File: src/hw/rtl/sdmd_pkg.sv
// Shared types and constants for the sigma-delta motion detector.
// No dependencies; imported by sdmd_update, sigma_delta_motion_detect and the bench.
`timescale 1ns / 1ps

package sdmd_pkg;

    localparam int FRAME_PIXELS_DEF = 65536;
    localparam int PIX_W            = 8;
    localparam int ADDR_IN_W        = 16;
    localparam int GAIN_W           = 4;

    // Register map, index = paddr[3:2]
    localparam logic [1:0] REG_GAIN    = 2'd0;
    localparam logic [1:0] REG_VAR_MIN = 2'd1;
    localparam logic [1:0] REG_VAR_MAX = 2'd2;

    localparam logic [GAIN_W-1:0] GAIN_RST    = 4'd2;
    localparam logic [PIX_W-1:0]  VAR_MIN_RST = 8'd1;
    localparam logic [PIX_W-1:0]  VAR_MAX_RST = 8'd254;
    localparam logic [PIX_W-1:0]  VAR_INIT    = 8'd1;

    typedef struct packed {
        logic [GAIN_W-1:0] gain;
        logic [PIX_W-1:0]  var_min;
        logic [PIX_W-1:0]  var_max;
    } cfg_t;

    // One word of the background store
    typedef struct packed {
        logic [PIX_W-1:0] mean;
        logic [PIX_W-1:0] variance;
    } entry_t;

    typedef struct packed {
        entry_t           entry;
        logic             motion;
        logic [PIX_W-1:0] abs_difference;
    } upd_t;

endpackage

File: src/hw/rtl/sdmd_update.sv
// Per-pixel sigma-delta update: new mean, new variance, motion flag and absolute difference.
// Depends on sdmd_pkg (cfg_t, entry_t, upd_t).
`timescale 1ns / 1ps

module sdmd_update (
    input  sdmd_pkg::cfg_t             cfg,
    input  logic [sdmd_pkg::PIX_W-1:0] pixel,
    input  logic                       init_frame,
    input  sdmd_pkg::entry_t           cur,
    output sdmd_pkg::upd_t             upd
);
    import sdmd_pkg::*;

    logic [PIX_W-1:0]        mean_new;
    logic [PIX_W-1:0]        diff;
    logic [PIX_W+GAIN_W-1:0] amp;
    logic [PIX_W-1:0]        target;
    logic [PIX_W-1:0]        var_step;
    logic [PIX_W-1:0]        var_hi;
    logic [PIX_W-1:0]        var_new;

    always_comb
    begin
        if (cur.mean < pixel)
            mean_new = cur.mean + 8'd1;
        else if (cur.mean > pixel)
            mean_new = cur.mean - 8'd1;
        else
            mean_new = cur.mean;

        diff = (pixel > mean_new) ? (pixel - mean_new) : (mean_new - pixel);

        amp    = 12'(cfg.gain) * 12'(diff);
        target = (amp > 12'd255) ? 8'd255 : amp[PIX_W-1:0];

        if (cur.variance < target)
            var_step = cur.variance + 8'd1;
        else if (cur.variance > target)
            var_step = cur.variance - 8'd1;
        else
            var_step = cur.variance;

        // upper clamp first, lower clamp wins when the bounds cross
        var_hi  = (var_step > cfg.var_max) ? cfg.var_max : var_step;
        var_new = (var_hi < cfg.var_min) ? cfg.var_min : var_hi;

        if (init_frame)
        begin
            upd.entry.mean     = pixel;
            upd.entry.variance = VAR_INIT;
            upd.motion         = 1'b0;
            upd.abs_difference = '0;
        end
        else
        begin
            upd.entry.mean     = mean_new;
            upd.entry.variance = var_new;
            upd.motion         = !(diff < var_new);
            upd.abs_difference = diff;
        end
    end

endmodule

File: config.mk
export PLATFORM = sky130hd
export DESIGN_NAME = sdmd_update
export DESIGN_NICKNAME = d
export VERILOG_FILES = /design/src/hw/rtl/sdmd_pkg.sv /design/src/hw/rtl/sdmd_update.sv
export SDC_FILE = /design/constraint.sdc
export NUM_CORES = 1
export LEC_CHECK = 0
export ABC_AREA = 1
export BUFFER_PORTS_ARGS = -buffer_cell sky130_fd_sc_hd__buf_2
export CAP_MARGIN = 20
export CORE_ASPECT_RATIO = 1.75
export CORE_MARGIN = 4
export CORE_UTILIZATION = 54
export DETAILED_ROUTE_END_ITERATION = 10
export GPL_TIMING_DRIVEN = 0
export PLACE_DENSITY_LB_ADDON = 0.12
export SLEW_MARGIN = 20
export SYNTH_ARGS = -nofsm -noshare
export SYNTH_HDL_FRONTEND = slang
export SYNTH_SLANG_ARGS = --single-unit
export TNS_END_PERCENT = 10
File: constraint.sdc
create_clock -name vclk -period 16.8
set_input_delay 0.84 -clock vclk [all_inputs]
set_output_delay 0.84 -clock vclk [all_outputs]
set_load 0.05 [all_outputs]
Yosys cells after proc, flatten, opt, wreduce, memory -nomap -nowiden
Cells that the tools add are included.
{ "word_totals": {"register_bits": 0, "in_bits": 45, "out_inout_bits": 25, "word_cells": 26} }
{ "classes": {"n_mux": 9, "n_reduce_logical": 1, "multipliers": 1, "addsub": 6, "magnitude_cmp": 9} }
{ "ops": {"columns": ["op", "count"], "rows": [
  ["2-to-1 mux 8 bit", 8],
  ["> comparator 8 bit", 4],
  ["less-than comparator 8 bit", 4],
  ["2-to-1 mux 25 bit", 1],
  ["adder 8 x 1 -> 8 bit (second input constant)", 2],
  ["subtractor 8 x 1 -> 8 bit (second input constant)", 2],
  ["subtractor 8 bit", 2],
  ["> comparator 12 x 8 -> 1 bit (second input constant)", 1],
  ["multiplier 4 x 8 -> 12 bit", 1],
  ["zero test 1 bit", 1]
]} }

Depth between registers and ports, before layout
Gate-level depths: netlist of the first run.
{ "depth": {"depth_word": 18, "ltp_mapped": 81, "ltp_nobuf": 80} }

Least setup slack after synthesis of the first run
OpenSTA, ideal clock, no wires.
{ "synth_timing": {"path_type": "input-to-output", "start": "input port pixel[2] in the netlist's numbering", "end": "output port upd[8] in the netlist's numbering", "n_path_buf": 3, "arrival_time_ns": 10.986, "path_slack_ns": 4.974, "required_time_ns": 15.960, "path_stages": 71, "path_cell_list": "inv_1 > ha_1 > nand2_2 > nor3_2 > o21ai_2 > nand2_4 > nand2_2 > inv_2 > nand2_4 > o31ai_1 > nand3_1 > xor2_1 > inv_1 > ha_1 > clkbuf_1 > nand2_1 > inv_1 > a221oi_1 > (+35 left out) > nand2_1 > nand2_1 > clkbuf_1 > nand2_1 > o21ai_0 > ha_1 > a21oi_1 > nor2_1 > a211oi_1 > nand2_1 > buf_2 > nand2_1 > o21ai_0 > ha_1 > nand2_1 > nor2_1 > a211oi_1 > a21oi_1"} }
{ "synth_rtl": {"columns": ["element", "line", "text"], "rows": [
  ["from (decl)", "sdmd_update.sv:7", "input logic [sdmd_pkg::PIX_W-1:0] pixel,"],
  ["to (decl)", "sdmd_update.sv:10", "output sdmd_pkg::upd_t upd"]
]} }

==> results of run 1 <==
worst min path at each step:
stage | startpoint | to | slack [ps] | depth (start not counted)
global route | pixel[3] | upd[20] | 2150 | 4
CTS | pixel[3] | upd[20] | 2120 | 4
global placement | pixel[6] | upd[23] | 2110 | 4
floorplan | cfg[15] | upd[16] | 2030 | 2
finish | pixel[6] | upd[23] | 2110 | 4
detailed placement | pixel[3] | upd[20] | 2110 | 4
per-stage QoR:
step | setup slack (ps) | power, W | std cells
6_report | 3460 | 0.000472 | 717
5_1_grt | 2380 | 0.000542 | 717
4_1_cts | 3450 | 0.000475 | 717
3_5_place_dp | 3470 | 0.000473 | 717
3_3_place_gp | 3670 | 0.000455 | 717
2_1_floorplan | 4970 | 0.000368 | 568
critical path, delay by kind of cell:
family / cells / cell delay (ps)
AND/OR/NAND/NOR: 31 / 3450
adder cells (fa/ha/maj): 9 / 3120
AO/OA/AOI/OAI: 16 / 2870
buffers and inverters: 14 / 1750
XOR/XNOR: 2 / 420
metal layers:
| layer | global-route usage | up-vias | wire, µm |
|---|---|---|---|
| li1 | - | 1951 | - |
| met1 | 0.220 | 1722 | 3210 |
| met2 | 0.500 | 120 | 5310 |
| met3 | 0.0187 | 38 | 476 |
| met4 | 0.146 | 0 | 634 |
| met5 | 0 | - | 0 |
synthesized netlist by cell type, types with 2 or more instances:
cell,instances,area (µm²)
nor2_2,6,37.5
nor2_4,2,22.5
o211ai_1,2,15.0
nand2_4,6,67.6
o21bai_1,2,15.0
nor3_1,6,30.0
inv_1,105,394
o21ai_0,28,140
inv_2,8,30.0
o21ai_2,5,43.8
nor2_1,73,274
clkbuf_1,5,18.8
xnor2_1,3,26.3
fa_1,13,260
inv_4,2,12.5
nand4_1,7,43.8
o32ai_1,2,17.5
nand3_1,17,85.1
o21ai_1,3,15.0
xor2_1,17,149
nor3_2,2,20.0
a21oi_1,36,180
a211oi_1,2,15.0
nand2_1,109,409
o21a_1,4,30.0
or2_2,4,25.0
nand2_2,13,81.3
ha_1,72,901
power by group through the flow:
stage | combinational, W | sequential (W) | clock, W
CTS | 0.000475 | 0 | 0
detailed placement | 0.000473 | 0 | 0
global placement | 0.000455 | 0 | 0
floorplan | 0.000368 | 0 | 0
finish | 0.000472 | 0 | 0
global route | 0.000542 | 0 | 0
cell type report:
| type | instances | area [µm²] | share of cell area |
|---|---|---|---|
| tap | 80 | 100 | 0.0253 |
| multi-input combinational | 447 | 3050 | 0.771 |
| timing repair buffer | 69 | 345 | 0.0872 |
| inverter | 115 | 437 | 0.110 |
| buffer | 6 | 23.8 | 0.00601 |
kinds of logic after synthesis:
kind of cell / Yosys count / synth area share
simple gates: 249 / 0.324
buf+inv: 121 / 0.131
compound gates: 92 / 0.157
fa+ha+maj: 85 / 0.330
xor+xnor: 21 / 0.0577
==> out/results.txt, run 1 <==
status: finished, final reports clean
Remaining Overflow, GRT: 0
DIE AREA: 7910 µm²
leakage power: 2.35 nW
Critical Path AT: 12,500 ps
CP startpoint kind: input port
Starting Density: 0.560
first-pass GRT wire length: 15,500 µm
drt first pass iters: 4
max-cap viol count: 0
clock power share: 0
initial antenna violation count: 0
post-synth cell types: 42
switching share of power: 0.648
diode count: 0
IO Count: 70
die width: 69.0 µm
most common cell after layout, fill and taps aside: nand2_1
GRT Overall Usage: 0.248
DR WL/cell: 13.4 µm
switching power total: 0.000306 W
worst-margin pin slew: 531 ps
pin count of the biggest net entering global routing: 11
Final nets: 769
Placement Cell Area: 3960 µm²
most frequent cells in the layout: nand2_1, inv_1, nor2_1
Fin Hold WS: 2110 ps
P&R area growth vs syn: 12.7%
Logic pwr share: 1.000
PortBufs: 69
Filler cells: 653
worst min-delay path class: in2out
Cell Area, Synth: 3510 µm²
Tcrit/Tclk final: 0.794
Final Setup Violations: 0
sequential cell area: 0 µm²
drt first-iter violations: 111
CP dominant cell by count: nand2_1
core box area: 6280 µm²
Hold Vio Cnt, Final: 0
sequential share of the synthesized area: 0
clk_buf instances: 0
max incr delay on CP: 630 ps
unrepaired setup endpoints after global routing: no
Internal: 0.000166 W
Core Util, Final: 0.631
Post-Syn Nets: 698
Worst Setup EP: upd[8]
slew margin rel.: 0.646
Max VDD drop: 0.0476 mV
via/cell ratio: 5.34
CP startpoint: pixel[7]
Max Clock Freq: 75.0 MHz
Via Count: 3,831
FFs & Latches: 0
Post-route DRC: 0
Post-CTS Setup Bufs: 0
kind of critical path: in2out
Worst Path Required: 15,960 ps
sequential share of power: 0
CTS Hold Bufs: 0
vias in the first global route: 3,901
Worst path slowest cell: fa_1
Pwr Density: 119 nW/µm²
gpl congestion: 0.888
Max Slew Vio Count: 0
cts repair resizes: 0
min cycle time layout: 13,340 ps
row cnt: 38
Cells after Synth: 568
DRT antenna net count: 0
synthesized area per cell: 6.19 µm²
chip height: 115 µm
setup_tns: 0 ps
crit path max fanout: 10
YS warnings: 0
share of layout cells above drive strength 1: 0.192
CP Capture Type: output port
fin area: 3960 µm²
routed wire length: 9630 µm
HPWL after detailed placement: 8700 µm
Power figures use the tool's default switching activity.
==> run 2: changes to the inputs <==
==> constraint.sdc (replaced) <==
create_clock -name vclk -period 11.59
set_input_delay 0.5795 -clock vclk [all_inputs]
set_output_delay 0.5795 -clock vclk [all_outputs]
set_load 0.05 [all_outputs]
==> out/results.txt, run 2 (same netlist as run 1, synthesis figures left out) <==
status: finished, final reports clean (unchanged)
Crit path buffers/inverters: 13 (was 14)
CP delay by family, top: simple AND/OR/NAND/NOR gates (unchanged)
clk_buf instances: 0 (unchanged)
IO Count: 70 (unchanged)
Starting Density: 0.560 (unchanged)
pin count of the biggest net entering global routing: 11 (unchanged)
CP dominant cell by count: nand2_2 (was nand2_1)
GRT Overall Usage: 0.256 (was 0.248)
initial antenna violation count: 0 (unchanged)
die width: 69.0 µm (unchanged)
Pwr Density: 186 nW/µm² (was 119 nW/µm²)
routed wire length: 11,200 µm (was 9630 µm)
drt first-iter violations: 115 (was 111)
leakage power: 2.57 nW (was 2.35 nW)
worst min-delay path class: in2out (unchanged)
Remaining Overflow, GRT: 0 (unchanged)
crit path max fanout: 8 (was 10)
via/cell ratio: 5.43 (was 5.34)
setup_tns: 0 ps (unchanged)
min cycle time layout: 11,210 ps
chip height: 115 µm (unchanged)
share of layout cells above drive strength 1: 0.403 (was 0.192)
most frequent cells in the layout: nand2_1, inv_1, nor2_1, buf_2, ha_1 (was nand2_1, inv_1, nor2_1)
Hold Vio Cnt, Final: 0 (unchanged)
Worst path slowest cell: fa_1 (unchanged)
CP startpoint kind: input port (unchanged)
Max VDD drop: 0.0881 mV (was 0.0476 mV)
PortBufs: 69 (unchanged)
vias in the first global route: 3,976 (was 3,901)
Worst Path Required: 11,010 ps (was 15,960 ps)
worst-margin pin slew: 585 ps (was 531 ps)
kind of critical path: in2out (unchanged)
Final nets: 800 (was 769)
max-cap viol count: 0 (unchanged)
drt first pass iters: 5 (was 4)
CTS Hold Bufs: 0 (unchanged)
Final Setup Violations: 0 (unchanged)
Via Count: 4,058 (was 3,831)
Post-route DRC: 0 (unchanged)
CP Capture Type: output port (unchanged)
DR WL/cell: 15.0 µm (was 13.4 µm)
Critical Path AT: 10,630 ps (was 12,500 ps)
Tcrit/Tclk final: 0.967
sequential cell area: 0 µm² (unchanged)
core box area: 6280 µm² (unchanged)
HPWL after detailed placement: 8700 µm (unchanged)
row cnt: 38 (unchanged)
DIE AREA: 7910 µm² (unchanged)
most common cell after layout, fill and taps aside: nand2_1 (unchanged)
diode count: 0 (unchanged)
Max Slew Vio Count: 0 (unchanged)
slew margin rel.: 0.610 (was 0.646)
pre-CTS WS: -1220 ps (was 3470 ps)
FFs & Latches: 0 (unchanged)
first-pass GRT wire length: 16,000 µm (was 15,500 µm)
setup ws final: 377 ps (was 3460 ps)
max incr delay on CP: 550 ps (was 630 ps)
P&R area growth vs syn: 39.2% (was 12.7%)
gpl congestion: 0.888 (unchanged)
Max Clock Freq: 89.2 MHz
DRT antenna net count: 0 (unchanged)
==> run 2: path summary, 6_finish.rpt <==
kind,start,to,slack [ps],depth (start not counted)
worst min-delay path,pixel[4],upd[21],1610,4
worst max-delay path,pixel[4],upd[8],380,70
==> run 2: where the power goes <==
group / internal [W] / total, W / switching (W) / leakage [nW]
combinational: 0.000354 / 0.000909 / 0.000555 / 2.57
clock: 0 / 0 / 0 / 0
sequential: 0 / 0 / 0 / 0
==> run 2: stage by stage <==
stage | utilization | hold slack, ps | std cells | total power, W | area (µm²)
floorplan | - | 1510 | 568 | 0.000534 | 3510
global route | 0.780 | 1640 | 748 | 0.00101 | 4890
global placement | 0.631 | 1590 | 717 | 0.000660 | 3960
finish | 0.780 | 1610 | 748 | 0.000909 | 4890
detailed placement | 0.631 | 1590 | 717 | 0.000686 | 3960
CTS | 0.651 | 1590 | 720 | 0.000714 | 4090
==> run 2: repair_timing <==
action,CTS,global route
gates cloned,0,2
gates resized for setup,26,148
setup endpoints to repair,9,9
pin swaps,7,78
buffers inserted,4,26
endpoints found under the hold margin,0,0
==> run 2: cell type report <==
class                           instances  area (µm²)
Inverter                              115         454
Timing Repair Buffer                  101         626
Tap cell                               80         100
Buffer                                  5        33.8
Fill cell                             492        1380
Multi-Input combinational cell        447        3680
==> run 2: layer usage <==
metal  GRT usage  wire (µm)  vias to the layer above
met5           0          0                        -
met4       0.141        666                        0
met3      0.0157        445                       49
met2       0.522       6400                      128
met1       0.227       3720                     1867
li1            -          -                     2014
